**src/hdl/utf8_stream_decoder_core_macros.svh**
```systemverilog
// assertion helpers for the utf8 stream decoder
`ifndef UTF8_STREAM_DECODER_CORE_MACROS_SVH
`define UTF8_STREAM_DECODER_CORE_MACROS_SVH

// condition must never hold outside reset
`define UTF8SD_ASSERT_NEVER(lbl, clk, rst_n, cond, msg) \
	lbl: assert property (@(posedge clk) disable iff (!rst_n) !(cond)) else $error(msg);

// antecedent implies consequent in the same cycle
`define UTF8SD_ASSERT_IMP(lbl, clk, rst_n, ante, cons, msg) \
	lbl: assert property (@(posedge clk) disable iff (!rst_n) (ante) |-> (cons)) \
		else $error(msg);

// antecedent implies consequent in the next cycle
`define UTF8SD_ASSERT_NEXT(lbl, clk, rst_n, ante, cons, msg) \
	lbl: assert property (@(posedge clk) disable iff (!rst_n) (ante) |=> (cons)) \
		else $error(msg);

`endif

```
**src/hdl/utf8sd_pkg.sv**
```systemverilog
`timescale 1ns / 1ps

package utf8sd_pkg;

	localparam int CP_W    = 21;
	localparam int NB_W    = 3;
	localparam int Q_DEPTH = 4;
	localparam int Q_AW    = $clog2(Q_DEPTH);
	localparam int Q_CW    = $clog2(Q_DEPTH + 1);

	typedef struct packed {
		logic [CP_W-1:0] cp;
		logic            err;
		logic [NB_W-1:0] nb;
	} result_t;

	// one or two results caused by one text word
	typedef struct packed {
		result_t first;
		result_t second;
		logic    two;
	} packet_t;

	typedef struct packed {
		logic    push;
		packet_t pkt;
	} push_t;

	typedef struct packed {
		logic    empty;
		logic    full;
		packet_t head;
	} q_status_t;

endpackage

```
**src/hdl/utf8sd_front.sv**
```systemverilog
`timescale 1ns / 1ps

module utf8sd_front import utf8sd_pkg::*; (
	input  logic       clk,
	input  logic       arst_n,
	input  logic       in_valid,
	output logic       in_stall,
	input  logic [7:0] text_byte,
	input  logic       q_full,
	output push_t      q_push
);

	logic [CP_W-1:0] acc_q, acc_n;
	logic [1:0]      rem_q, rem_n;
	logic [NB_W-1:0] len_q, len_n;

	logic            st_has, st_lead;
	result_t         st_res;
	logic [CP_W-1:0] st_acc;
	logic [1:0]      st_rem;
	logic [NB_W-1:0] st_len;

	logic            push_c;
	packet_t         pkt_c;
	logic [CP_W-1:0] shifted;
	logic            accept;

	assign in_stall = q_full;
	assign accept   = in_valid && !in_stall;

	// decode of a word with no sequence open
	always_comb begin
		st_has  = 1'b0;
		st_lead = 1'b0;
		st_res  = '0;
		st_acc  = '0;
		st_rem  = '0;
		st_len  = '0;
		priority if (!text_byte[7]) begin
			st_has    = 1'b1;
			st_res.cp = {{(CP_W-8){1'b0}}, text_byte};
			st_res.nb = NB_W'(1);
		end else if (text_byte[7:6] == 2'b10) begin
			st_has     = 1'b1;
			st_res.err = 1'b1;
			st_res.nb  = NB_W'(1);
		end else if (text_byte[7:5] == 3'b110) begin
			st_lead = 1'b1;
			st_acc  = {{(CP_W-5){1'b0}}, text_byte[4:0]};
			st_rem  = 2'd1;
			st_len  = NB_W'(2);
		end else if (text_byte[7:4] == 4'b1110) begin
			st_lead = 1'b1;
			st_acc  = {{(CP_W-4){1'b0}}, text_byte[3:0]};
			st_rem  = 2'd2;
			st_len  = NB_W'(3);
		end else if (text_byte[7:3] == 5'b11110) begin
			st_lead = 1'b1;
			st_acc  = {{(CP_W-3){1'b0}}, text_byte[2:0]};
			st_rem  = 2'd3;
			st_len  = NB_W'(4);
		end else begin
			st_has     = 1'b1;
			st_res.err = 1'b1;
			st_res.nb  = NB_W'(1);
		end
	end

	assign shifted = {acc_q[CP_W-7:0], text_byte[5:0]};

	always_comb begin
		push_c = 1'b0;
		pkt_c  = '0;
		acc_n  = acc_q;
		rem_n  = rem_q;
		len_n  = len_q;
		if (rem_q != 2'd0) begin
			if (text_byte[7:6] == 2'b10) begin
				acc_n = shifted;
				rem_n = rem_q - 2'd1;
				if (rem_q == 2'd1) begin
					push_c         = 1'b1;
					pkt_c.first.cp = shifted;
					pkt_c.first.nb = len_q;
					acc_n          = '0;
					len_n          = '0;
				end
			end else begin
				// broken sequence, then the word is decoded afresh as a result or a new lead
				push_c          = 1'b1;
				pkt_c.first.err = 1'b1;
				pkt_c.first.nb  = len_q - {1'b0, rem_q};
				acc_n           = '0;
				rem_n           = '0;
				len_n           = '0;
				if (st_has) begin
					pkt_c.two    = 1'b1;
					pkt_c.second = st_res;
				end else if (st_lead) begin
					acc_n = st_acc;
					rem_n = st_rem;
					len_n = st_len;
				end
			end
		end else begin
			if (st_has) begin
				push_c      = 1'b1;
				pkt_c.first = st_res;
			end else if (st_lead) begin
				acc_n = st_acc;
				rem_n = st_rem;
				len_n = st_len;
			end
		end
	end

	assign q_push.push = accept && push_c;
	assign q_push.pkt  = pkt_c;

	always_ff @(posedge clk or negedge arst_n) begin
		if (!arst_n) begin
			acc_q <= '0;
			rem_q <= '0;
			len_q <= '0;
		end else if (accept) begin
			acc_q <= acc_n;
			rem_q <= rem_n;
			len_q <= len_n;
		end
	end

endmodule

```
**src/hdl/utf8sd_queue.sv**
```systemverilog
`timescale 1ns / 1ps

module utf8sd_queue import utf8sd_pkg::*; (
	input  logic      clk,
	input  logic      arst_n,
	input  push_t     q_push,
	input  logic      pop,
	output q_status_t q_stat
);

	`include "utf8_stream_decoder_core_macros.svh"

	packet_t         mem_q [Q_DEPTH];
	logic [Q_AW-1:0] wptr_q, rptr_q;
	logic [Q_CW-1:0] count_q;

	assign q_stat.empty = (count_q == Q_CW'(0));
	assign q_stat.full  = (count_q == Q_CW'(Q_DEPTH));
	assign q_stat.head  = mem_q[rptr_q];

	always_ff @(posedge clk) begin
		if (q_push.push) begin
			mem_q[wptr_q] <= q_push.pkt;
		end
	end

	always_ff @(posedge clk or negedge arst_n) begin
		if (!arst_n) begin
			wptr_q  <= '0;
			rptr_q  <= '0;
			count_q <= '0;
		end else begin
			if (q_push.push) begin
				wptr_q <= wptr_q + Q_AW'(1);
			end
			if (pop) begin
				rptr_q <= rptr_q + Q_AW'(1);
			end
			if (q_push.push && !pop) begin
				count_q <= count_q + Q_CW'(1);
			end else if (!q_push.push && pop) begin
				count_q <= count_q - Q_CW'(1);
			end
		end
	end

	`UTF8SD_ASSERT_NEVER(a_push_full, clk, arst_n, q_push.push && q_stat.full, "push into full queue")
	`UTF8SD_ASSERT_NEVER(a_pop_empty, clk, arst_n, pop && q_stat.empty, "pop from empty queue")
	`UTF8SD_ASSERT_NEVER(a_count_range, clk, arst_n, count_q > Q_CW'(Q_DEPTH), "queue count overflow")
	`UTF8SD_ASSERT_NEXT(a_count_up, clk, arst_n, q_push.push && !pop, count_q == $past(count_q) + Q_CW'(1), "queue count did not rise")

endmodule

```
**src/hdl/utf8sd_back.sv**
```systemverilog
`timescale 1ns / 1ps

module utf8sd_back import utf8sd_pkg::*; (
	input  logic            clk,
	input  logic            arst_n,
	input  q_status_t       q_stat,
	output logic            pop,
	output logic            out_valid,
	input  logic            out_stall,
	output logic [CP_W-1:0] code_point,
	output logic            is_error,
	output logic [NB_W-1:0] seq_bytes,
	output logic            last_of_run
);

	packet_t pkt_q;
	logic    vld_q;
	logic    phase_q;
	logic    take;
	logic    done;
	result_t cur;

	assign take = vld_q && !out_stall;
	assign done = take && (!pkt_q.two || phase_q);
	assign pop  = !q_stat.empty && (!vld_q || done);

	assign cur         = phase_q ? pkt_q.second : pkt_q.first;
	assign out_valid   = vld_q;
	assign code_point  = cur.cp;
	assign is_error    = cur.err;
	assign seq_bytes   = cur.nb;
	assign last_of_run = !pkt_q.two || phase_q;

	always_ff @(posedge clk) begin
		if (pop) begin
			pkt_q <= q_stat.head;
		end
	end

	always_ff @(posedge clk or negedge arst_n) begin
		if (!arst_n) begin
			vld_q   <= 1'b0;
			phase_q <= 1'b0;
		end else begin
			if (pop) begin
				vld_q   <= 1'b1;
				phase_q <= 1'b0;
			end else if (done) begin
				vld_q   <= 1'b0;
				phase_q <= 1'b0;
			end else if (take) begin
				phase_q <= 1'b1;
			end
		end
	end

endmodule

```
**src/hdl/utf8_stream_decoder_core.sv**
```systemverilog
// path: an accepted text word is written into the queue, then popped into the output register
// throughput: one text word per cycle while the queue is not full; a broken sequence followed
// by a word that gives its own result puts two results on the single result port
// a four-entry queue between decode and output absorbs the extra results and output stalls
// reset: arst_n asynchronous active low, clears the open sequence, queue and output valid
`timescale 1ns / 1ps

module utf8_stream_decoder_core import utf8sd_pkg::*; (
	input  logic            clk,
	input  logic            arst_n,
	input  logic            in_valid,
	output logic            in_stall,
	input  logic [7:0]      text_byte,
	output logic            out_valid,
	input  logic            out_stall,
	output logic [CP_W-1:0] code_point,
	output logic            is_error,
	output logic [NB_W-1:0] seq_bytes,
	output logic            last_of_run
);

	push_t     q_push;
	q_status_t q_stat;
	logic      pop;

	utf8sd_front u_front (
		.clk       (clk),
		.arst_n    (arst_n),
		.in_valid  (in_valid),
		.in_stall  (in_stall),
		.text_byte (text_byte),
		.q_full    (q_stat.full),
		.q_push    (q_push)
	);

	utf8sd_queue u_queue (
		.clk    (clk),
		.arst_n (arst_n),
		.q_push (q_push),
		.pop    (pop),
		.q_stat (q_stat)
	);

	utf8sd_back u_back (
		.clk         (clk),
		.arst_n      (arst_n),
		.q_stat      (q_stat),
		.pop         (pop),
		.out_valid   (out_valid),
		.out_stall   (out_stall),
		.code_point  (code_point),
		.is_error    (is_error),
		.seq_bytes   (seq_bytes),
		.last_of_run (last_of_run)
	);

endmodule

```
**config.mk**
```make
export PLATFORM = sky130hd
export DESIGN_NAME = utf8_stream_decoder_core
export DESIGN_NICKNAME = d
export VERILOG_FILES = /design/src/hdl/utf8sd_pkg.sv /design/src/hdl/utf8sd_front.sv /design/src/hdl/utf8sd_queue.sv /design/src/hdl/utf8sd_back.sv /design/src/hdl/utf8_stream_decoder_core.sv
export VERILOG_INCLUDE_DIRS = /design/src /design/src/hdl
export SDC_FILE = /design/constraint.sdc
export NUM_CORES = 1
export LEC_CHECK = 0
export ABC_AREA = 1
export BUFFER_PORTS_ARGS = -buffer_cell sky130_fd_sc_hd__buf_4
export CORE_MARGIN = 3
export CORE_UTILIZATION = 45
export DETAILED_ROUTE_END_ITERATION = 7
export GPL_TIMING_DRIVEN = 0
export PLACE_DENSITY = 0.71
export RECOVER_POWER = 25
export SLEW_MARGIN = 0
export SYNTH_ARGS = -nofsm -noshare
export SYNTH_HDL_FRONTEND = slang
export SYNTH_HIERARCHICAL = 1
export SYNTH_SLANG_ARGS = --single-unit
```
**constraint.sdc**
```tcl
create_clock -name clk -period 5.25 [get_ports clk]
set_input_delay 0.7875 -clock clk [delete_from_list [all_inputs] [get_ports clk]]
set_output_delay 0.7875 -clock clk [all_outputs]
set_load 0.02 [all_outputs]
```
==> results.json, run 1 <==
{
  "combPwrFrac_pct": 35.3,
  "drc_errors": 0,
  "grt_pass1_vias": 7308,
  "drive_above_1_share_pct": 13.1,
  "min_from": "u_front/acc_q[11]$_DFFE_PN0P_",
  "worstReg2RegEnd": "u_queue/count_q[1]$_DFFE_PN0P_",
  "die_h_um": 169,
  "hold_path_class": "flip-flop to flip-flop",
  "area_growth_pct": 13.1,
  "port_buffers": 39,
  "drt_iter0_drc": 557,
  "fp.coreArea_um2": 26100,
  "via_count": 7343,
  "grt_usage_pct": 18.0,
  "tightestPinTransition_ns": 2.09,
  "period_share_pct": 68.4,
  "start_kind": "flip-flop",
  "die-area_um2": 28700,
  "wl_um": 25600,
  "clk_latency_ns": 0.54,
  "rrSetupSlack_ns": 1.66,
  "async_flop_share_pct": 10.2,
  "min_period_ns": 3.59,
  "syn_inst": 998,
  "viasPerCell": 5.11,
  "hold_buffers": 0,
  "cp_max_fo": 29,
  "dpl_cell_area_um2": 12900,
  "rsz0062_at_grt": "false",
  "fmax_ghz": 0.278,
  "synthFlopType": "edfxtp_1",
  "critPathKind": "flip-flop to flip-flop",
  "min_delay_path_depth": 2,
  "wl_per_cell_um": 17.8,
  "post-place-cells": 1392,
  "grt_max_degree": 33,
  "slew_violations": 56,
  "nets": 1110,
  "synth_edf_count": 255,
  "cp_data_required_time_ns": 5.68,
  "synth_common_cells": "nand2_1 (297), edfxtp_1 (255), inv_1 (142)",
  "antenna_cells": 0,
  "clk_pin_slew_ns": 0.06,
  "setup_viol": 0,
  "drv_cap": 2,
  "vdd_drop_max_mv": 0.401,
  "arrival_ns": 4.03,
  "power.density_nw_per_um2": 596,
  "drtPass1Iterations": 5,
  "gp_congestion": 0.849,
  "switching_share_pct": 35.8,
  "hold_viol": 0,
  "seq_area_frac_synth_pct": 69.8,
  "ff2ff_path_depth": 12,
  "synth_top_area_cell": "edfxtp_1",
  "grt_overflow": 0,
  "yosys_register_bits": 284,
  "setup_ws_ns": 1.66,
  "stdcell_area_um2": 13600,
  "end_kind": "flip-flop",
  "fin_util_pct": 51.9,
  "slew_headroom_pct": -39.7,
  "cts.repair.resized": 0,
  "layout.cells.non_filler": 1437,
  "seqPwrFrac_pct": 42.3,
  "yosysUniqueCellTypes": 38,
  "std_cell_rows": 59,
  "syn-mean-instance-area_um2": 12.0,
  "yosysWarnings": 6,
  "p_int_mw": 5.20,
  "clk_path_buf_depth": 3,
  "antenna_found_initial": 0,
  "cts_buffers": 29,
  "place_ws_ns": 1.86,
  "synth.area.top_cells": "edfxtp_1 (64%), nand2_1 (9.3%), o211ai_1 (6.1%)",
  "cts_root_buf": "clkbuf_16",
  "clock_skew_ns": 0.0139,
  "violations": "capacitance limit, slew limit",
  "p_leak_nw": 5.51,
  "grt_pass1_wl_um": 39700,
  "netlist_area_um2": 12000,
  "min_to": "u_front/acc_q[11]$_DFFE_PN0P_",
  "power.switching_mw": 2.89,
  "yosysMostFrequentCell": "nand2_1",
  "h-tree-depth": 1,
  "initial_core_util_pct": 45.9,
  "cts_tree": "built",
  "power_frac_clock_pct": 22.4,
  "dpl.hpwl_um": 16700,
  "r2r-start": "u_back/phase_q$_DFFE_PN0P_",
  "num_io_pins": 40,
  "ant_nets": 0,
  "status": "finished, violations left",
  "synth_top_area_share_pct": 63.8,
  "die_x_um": 169,
  "cts_setup_buffers": 0,
  "cts.sinks": 284
}
## sequential cells by signal (all words and copies together) (netlist names)
name              cells
u_front/rem_q         2
u_front/len_q         3
u_back/pkt_q         51
u_queue/rptr_q        2
u_queue/count_q       3
u_back/out_valid      1
u_queue/mem_q       204
u_back/phase_q        1
u_front/acc_q        15
u_queue/wptr_q        2
## critical path: stages, from the launching register on
cell	delay (ns)
dfrtp_1	0.33
buf_6	0.18
inv_6	0.09
nand2_1	0.10
a21oi_1	0.07
nor2_1	1.52
buf_12	0.31
inv_1	0.06
ha_1	0.19
inv_1	0.09
fa_1	0.42
nand2_1	0.08
nand2_1	0.05
## per-layer routing
metal  track usage [%]  wire, µm  vias up  part of all wire, %
met2              30.5     12500      213                   49
met3              2.31      1270       56                  5.0
met1              24.1     10900     3565                   42
met5                 0         0        -                    0
li1                  -         -     3509                    -
met4              6.61       973        0                  3.8
## metrics by stage
step,hold slack [ns],total power [mW],TNS [ns]
3_3_place_gp,0.459,6.33,-0.942
4_1_cts,0.161,8.25,0
3_5_place_dp,0.478,6.42,0
6_report,0.488,8.09,0
2_1_floorplan,0.442,5.31,0
5_1_grt,0.512,8.56,0
## kinds of logic (layout without fill, tap and decap cells)
family	after synthesis	after routing	synth area share, %
AND/OR/NAND/NOR	352	352	11.6
other	1	16	0.0312
AO/OA/AOI/OAI	134	134	8.13
XOR/XNOR	4	4	0.292
flip-flops	284	284	69.8
adder cells (fa/ha/maj)	10	10	1.17
buffers and inverters	213	302	8.97
## worst max-delay path by stage
stage                                      start                             end  cells after the start
floorplan                              out_stall  u_queue/count_q[1]$_DFFE_PN0P_                      9
global placement                       out_stall  u_queue/count_q[1]$_DFFE_PN0P_                     10
detailed placement                      in_valid  u_queue/mem_q[3][17]$_DFFE_PP_                      8
CTS                 u_front/rem_q[0]$_DFFE_PN0P_  u_queue/mem_q[3][10]$_DFFE_PP_                     10
global route          u_back/phase_q$_DFFE_PN0P_  u_queue/count_q[1]$_DFFE_PN0P_                     12
finish                u_back/phase_q$_DFFE_PN0P_  u_queue/count_q[1]$_DFFE_PN0P_                     12
## power by group through the flow
stage	sequential, mW	clock, mW	combinational, mW
2_1_floorplan	3.42	0	1.89
3_3_place_gp	3.50	0	2.83
3_5_place_dp	3.46	0	2.96
4_1_cts	3.42	1.85	2.98
5_1_grt	3.46	1.95	3.15
6_report	3.42	1.82	2.86
## layout make-up
class	count	area, µm²
Fill cell	2219	12600
Sequential cell	284	8380
Multi-Input combinational cell	516	2560
Clock buffer	35	748
Inverter	150	568
Buffer	63	429
Tap cell	335	419
Timing Repair Buffer	44	389
Clock inverter	10	71.3
## layout by cell type, fill, tap and decap left out, types with 10 or more instances in the layout
master / netlist / final
clkbuf_1: 2 / 21
o211ai_1: 98 / 100
conb_1: 1 / 16
buf_2: 17 / 16
dfrtp_1: 29 / 29
buf_4: 22 / 58
nand2_1: 297 / 299
buf_6: 21 / 13
o21ai_1: 16 / 13
inv_2: 6 / 10
clkbuf_16: 0 / 29
nor2_1: 32 / 32
edfxtp_1: 255 / 255
inv_1: 142 / 138
Power figures use the tool's default switching activity.
==> run 2: changes to the inputs <==
--- a/config.mk
+++ b/config.mk
@@ -12,7 +12,7 @@
 export CORE_UTILIZATION = 45
 export DETAILED_ROUTE_END_ITERATION = 7
 export GPL_TIMING_DRIVEN = 0
-export PLACE_DENSITY = 0.71
+export PLACE_DENSITY = 0.73
 export RECOVER_POWER = 25
 export SLEW_MARGIN = 0
 export SYNTH_ARGS = -nofsm -noshare
==> constraint.sdc (replaced) <==
create_clock -name clk -period 3.25 [get_ports clk]
set_input_delay 0.4875 -clock clk [delete_from_list [all_inputs] [get_ports clk]]
set_output_delay 0.4875 -clock clk [all_outputs]
set_load 0.02 [all_outputs]
==> run 2 against run 1 <==
Compared with the run above:
- the run still ends with capacitance limit, slew limit left
- critical path depth fell by 2
- register-to-register slack got worse by 1.4 ns
- flip-flop and latch count did not move
- sequential power rose by 61%
- non-clock buffer count rose by 1
- clock power rose by 65%
- maximum frequency rose by 19%
- count of clock-buffer cells in the layout rose by 9
- combinational power rose by 61%
- total power rose by 62%
- highest routed layer unchanged
==> results.json, run 2 (synthesized netlist as in run 1, its figures left out) <==
{
  "std_cell_rows": 59,
  "die-area_um2": 28700,
  "fin_util_pct": 52.1,
  "gp_congestion": 0.862,
  "crit_top_cell": "inv_1",
  "slew_violations": 30,
  "clk_pin_slew_ns": 0.06,
  "r2r-start": "u_front/rem_q[0]$_DFFE_PN0P_",
  "p_total_mw": 13.1,
  "cp_max_fo": 27,
  "cp_slowest_cell": "inv_2",
  "status": "finished, violations left",
  "drc_errors": 0,
  "h-tree-depth": 1,
  "layout.cells.most_common": "nand2_1",
  "fp.coreArea_um2": 26100,
  "nFillCells": 2235,
  "clock_skew_ns": 0.0115,
  "stdcell_area_um2": 13600,
  "drt_iter0_drc": 661,
  "grt_usage_pct": 17.7,
  "regArea_um2": 8380,
  "tightestPinTransition_ns": 1.71,
  "grt_max_degree": 30,
  "ff2ff_path_depth": 10,
  "initial_core_util_pct": 45.9,
  "drv_cap": 1,
  "cts_tree": "built",
  "violations": "capacitance limit, slew limit",
  "cts_setup_buffers": 0,
  "area_growth_pct": 13.5,
  "largest_register_ffs": 204,
  "rsz0062_at_grt": "false",
  "setup_viol": 0,
  "worstReg2RegEnd": "u_queue/mem_q[3][9]$_DFFE_PP_",
  "antenna_cells": 0,
  "vdd_drop_max_mv": 0.619,
  "nets": 1111,
  "ant_nets": 0,
  "drtPass1Iterations": 5,
  "dpl_cell_area_um2": 12900,
  "die_h_um": 169,
  "drive_above_1_share_pct": 13.2,
  "port_buffers": 39,
  "num_io_pins": 40,
  "clk_latency_ns": 0.54,
  "arrival_ns": 3.25,
  "wl_um": 25300,
  "min_from": "out_stall",
  "dpl.hpwl_um": 16600,
  "fmax_ghz": 0.330,
  "critPathKind": "flip-flop to flip-flop",
  "place_ws_ns": 0.160,
  "power.density_nw_per_um2": 963,
  "clk_path_buf_depth": 3,
  "viasPerCell": 5.14,
  "period_share_pct": 93.2,
  "path_cells": "inv_1, ha_1, buf_2, inv_1, o21ai_0, a21boi_0, clkbuf_1, nand2_1, inv_2, buf_12",
  "cp_slowest_stage_delay_ns": 0.54,
  "grt_pass1_vias": 7297,
  "start_kind": "flip-flop",
  "p_leak_nw": 5.52,
  "largest_register": "u_queue/mem_q",
  "cts_buffers": 29,
  "grt_pass1_wl_um": 39400,
  "cts.sinks": 284,
  "min_period_ns": 3.03,
  "min_delay_path_depth": 3,
  "end_kind": "flip-flop",
  "hold_viol": 0,
  "largest_registers": "u_queue/mem_q (204), u_back/pkt_q (51), u_front/acc_q (15)",
  "die_x_um": 169,
  "antenna_found_initial": 0,
  "setup_ws_ns": 0.221,
  "via_count": 7422,
  "multi_input_area_um2": 2590,
  "most-common-layout-cells": "nand2_1 (297), edfxtp_1 (255), inv_1 (138)",
  "cp_data_required_time_ns": 3.47,
  "grt_overflow": 0,
  "hold_path_class": "primary input to flip-flop",
  "final.setup.tns_ns": 0,
  "min_to": "u_back/out_valid$_DFFE_PN0P_",
  "cts_root_buf": "clkbuf_16",
  "slew_headroom_pct": -14.1,
  "rrSetupSlack_ns": 0.22,
  "wl_per_cell_um": 17.5
}
==> run 2: changes by cell type in the layout (fill, tap and decap cells not counted), sizes merged <==
cell	previous run	this run
clkinv	9	8
buf	92	90
inv	150	148
dlygate4sd3	0	1
clkbuf	50	61
==> run 2: worst max-delay path, delay by kind of cell (launching register included) <==
family / cells / cell delay (ns)
DFF: 1 / 0.41
adders and majority gates: 1 / 0.19
AOI/OAI and AO/OA: 2 / 0.43
and+or+nand+nor: 1 / 0.11
buffers and inverters: 6 / 1.56
==> run 2: layout make-up <==
cell class                      count  area share (%)
Buffer                             63            3.05
Clock buffer                       44            5.81
Clock inverter                      7           0.468
Inverter                          150            4.19
Multi-Input combinational cell    516            19.0
Sequential cell                   284            61.5
Tap cell                          335            3.08
Timing Repair Buffer               45            2.90
==> run 2: worst max-delay path by stage <==
| stage | from | end | slack, ns | cells past startpoint |
|---|---|---|---|---|
| 3_3_place_gp | in_valid | u_queue/mem_q[1][20]$_DFFE_PP_ | -0.80 | 7 |
| 5_1_grt | u_front/rem_q[0]$_DFFE_PN0P_ | u_queue/mem_q[3][9]$_DFFE_PP_ | 0.05 | 10 |
| 3_5_place_dp | u_front/rem_q[0]$_DFFE_PN0P_ | u_queue/mem_q[1][41]$_DFFE_PP_ | 0.16 | 10 |
| 4_1_cts | u_front/rem_q[0]$_DFFE_PN0P_ | u_queue/mem_q[0][35]$_DFFE_PP_ | 0.15 | 10 |
| 6_report | u_front/rem_q[0]$_DFFE_PN0P_ | u_queue/mem_q[3][9]$_DFFE_PP_ | 0.22 | 10 |
| 2_1_floorplan | u_back/phase_q$_DFFE_PN0P_ | u_queue/count_q[1]$_DFFE_PN0P_ | 0.08 | 11 |
==> run 2: routing by layer <==
layer,share of wire [%],track usage [%],vias to the layer above
met5,0,0,-
met4,2.6,5.12,0
met3,5.8,2.19,49
met2,49,30.3,239
met1,42,24.0,3618
li1,-,-,3516
==> run 2: what timing repair did <==
item                                    CTS  global route
resized for setup                         0             2
endpoints found under the hold margin    29             0
hold buffers                              1             0
endpoints found under the setup margin    0            21
==> run 2: power by group <==
part | internal, mW | switching, mW | total, mW
clock network | 1.75 | 1.26 | 3.01
registers | 5.23 | 0.286 | 5.51
logic | 1.47 | 3.14 | 4.61
==> run 2: metrics by stage <==
stage	hold slack, ns	cells
floorplan	0.192	1013
global placement	0.442	1387
detailed placement	0.442	1392
CTS	0.189	1444
global route	0.204	1444
finish	0.199	1444
==> run 3: changes to the inputs <==
--- a/config.mk
+++ b/config.mk
@@ -12,7 +12,7 @@
 export CORE_UTILIZATION = 45
 export DETAILED_ROUTE_END_ITERATION = 7
 export GPL_TIMING_DRIVEN = 0
-export PLACE_DENSITY = 0.73
+export PLACE_DENSITY_LB_ADDON = 0.3
 export RECOVER_POWER = 25
 export SLEW_MARGIN = 0
 export SYNTH_ARGS = -nofsm -noshare
==> run 3 against run 2 <==
Compared with the run above:
- worst setup slack improved by 0.022 ns
- clock skew increased by 0.0016 ns
- sequential power hardly changed
- the flow still finishes with violations (capacitance limit, slew limit)
- flip-flop and latch count did not move
==> results.json, run 3 (synthesized netlist as in run 1, its figures left out) <==
{
  "tightestPinTransition_ns": 1.57,
  "crit_top_cell": "inv_1",
  "most-common-layout-cells": "nand2_1 (298), edfxtp_1 (255), inv_1 (138)",
  "dpl_cell_area_um2": 12900,
  "violations": "capacitance limit, slew limit",
  "power_frac_clock_pct": 23.2,
  "rsz0062_at_grt": "false",
  "grt_pass1_wl_um": 38700,
  "dpl.hpwl_um": 16500,
  "clock_skew_ns": 0.0132,
  "switching_share_pct": 35.4,
  "wl_per_cell_um": 17.4,
  "grt_usage_pct": 17.6,
  "ff2ff_path_depth": 10,
  "drive_above_1_share_pct": 13.3,
  "num_io_pins": 40,
  "power.switching_mw": 4.68,
  "period_share_pct": 92.5,
  "p_leak_nw": 5.54,
  "drv_cap": 1,
  "cp_data_required_time_ns": 3.49,
  "drt_iter0_drc": 638,
  "port_buffers": 39,
  "hold_viol": 0,
  "cp_max_fo": 26,
  "seqPwrFrac_pct": 41.8,
  "h-tree-depth": 1,
  "largest_registers": "u_queue/mem_q (204), u_back/pkt_q (51), u_front/acc_q (15)",
  "fp.coreArea_um2": 26100,
  "layout.cells.non_filler": 1445,
  "via_count": 7251,
  "min_delay_path_depth": 3,
  "gp_congestion": 0.824,
  "grt_overflow": 0,
  "critPathKind": "flip-flop to flip-flop",
  "whs_ns": 0.197,
  "status": "finished, violations left",
  "arrival_ns": 3.24,
  "viasPerCell": 5.02,
  "die_x_um": 169,
  "antenna_cells": 0,
  "post-place-cells": 1392,
  "min_period_ns": 3.01,
  "hold_path_class": "primary input to flip-flop",
  "initial_core_util_pct": 45.9,
  "layout.cells.most_common": "nand2_1",
  "drtPass1Iterations": 5,
  "min_to": "u_back/out_valid$_DFFE_PN0P_",
  "end_kind": "flip-flop",
  "min_from": "out_stall",
  "slew_violations": 30,
  "clk_pin_slew_ns": 0.06,
  "path_cells": "inv_1, ha_1, buf_2, inv_1, o21ai_0, a21boi_0, clkbuf_1, nand2_1, inv_2, buf_12",
  "stdcell_area_um2": 13700,
  "combPwrFrac_pct": 35.0,
  "cp_slowest_cell": "inv_2",
  "drc_errors": 0,
  "fmax_ghz": 0.332,
  "slew_headroom_pct": -4.82,
  "start_kind": "flip-flop",
  "cts_buffers": 29,
  "wl_um": 25200,
  "vdd_drop_max_mv": 0.831,
  "die-area_um2": 28700,
  "p_int_mw": 8.52,
  "largest_register_ffs": 204,
  "cts_setup_buffers": 0,
  "ant_nets": 0,
  "nets": 1111,
  "antenna_found_initial": 0,
  "cts_root_buf": "clkbuf_16",
  "cp_slowest_stage_delay_ns": 0.53,
  "cts.sinks": 284,
  "grt_pass1_vias": 7129,
  "r2r-start": "u_front/rem_q[0]$_DFFE_PN0P_",
  "grt_max_degree": 34,
  "die_h_um": 169,
  "setup_viol": 0,
  "rrSetupSlack_ns": 0.24,
  "clk_path_buf_depth": 3,
  "std_cell_rows": 59,
  "worstReg2RegEnd": "u_queue/mem_q[0][48]$_DFFE_PP_",
  "power.density_nw_per_um2": 965,
  "largest_register": "u_queue/mem_q",
  "fin_util_pct": 52.3,
  "final.setup.tns_ns": 0,
  "cts_tree": "built",
  "nFillCells": 2258,
  "area_growth_pct": 13.8,
  "clk_latency_ns": 0.55
}
==> run 3: cell types whose count changed in the layout (fill, tap and decap cells not counted), sizes merged <==
cell / change
bufinv: +1
clkinv: +7
clkbuf: -9
buf: +2
==> run 3: worst max-delay path by stage <==
stage / start / end / slack, ns / depth (start not counted)
2_1_floorplan: u_back/phase_q$_DFFE_PN0P_ / u_queue/count_q[1]$_DFFE_PN0P_ / 0.08 / 11
3_3_place_gp: in_valid / u_queue/mem_q[1][19]$_DFFE_PP_ / -0.87 / 7
3_5_place_dp: in_valid / u_queue/mem_q[1][19]$_DFFE_PP_ / 0.16 / 8
4_1_cts: u_front/rem_q[0]$_DFFE_PN0P_ / u_queue/mem_q[1][19]$_DFFE_PP_ / 0.17 / 10
5_1_grt: u_front/rem_q[0]$_DFFE_PN0P_ / u_queue/mem_q[0][39]$_DFFE_PP_ / 0.02 / 10
6_report: u_front/rem_q[0]$_DFFE_PN0P_ / u_queue/mem_q[0][48]$_DFFE_PP_ / 0.24 / 10
==> run 3: worst max-delay path: cells and delay by family (launching register included) <==
family | cells | cell delay, ns
buffers and inverters | 6 | 1.52
AO/OA/AOI/OAI | 2 | 0.43
flip-flops | 1 | 0.41
adder cells (fa/ha/maj) | 1 | 0.19
AND/OR/NAND/NOR | 1 | 0.11
==> run 3: repair_timing <==
action                                  CTS  global route
hold buffers                              1             0
hold endpoints to repair                 29             0
gates resized for setup                   0             2
endpoints found under the setup margin    0            49
==> run 3: area by class of cell <==
class / count / area (µm²) / area share (%)
timing repair buffer: 45 / 395 / 2.89
tap: 335 / 419 / 3.07
multi-input combinational: 516 / 2580 / 18.9
sequential: 284 / 8380 / 61.3
clock buffer: 37 / 756 / 5.53
clock inverter: 15 / 116 / 0.852
inverter: 150 / 571 / 4.18
buffer: 63 / 443 / 3.24
==> run 3: power groups by stage <==
stage | Sequential [mW] | Clock, mW | Combinational (mW)
global placement | 5.63 | 0 | 4.59
CTS | 5.52 | 3.13 | 4.79
global route | 5.58 | 3.29 | 5.09
finish | 5.52 | 3.06 | 4.61
detailed placement | 5.59 | 0 | 4.77
floorplan | 5.52 | 0 | 3.05
==> run 3: per-stage QoR <==
stage	setup WS, ns	total power, mW
2_1_floorplan	0.0832	8.57
3_3_place_gp	-0.873	10.2
3_5_place_dp	0.156	10.4
4_1_cts	0.168	13.4
5_1_grt	0.0232	14.0
6_report	0.242	13.2
==> run 3: per-layer routing <==
metal	track usage, %	wire length [µm]
met4	6.05	786
met1	23.4	10700
met3	2.66	1430
met5	0	0
met2	29.8	12300
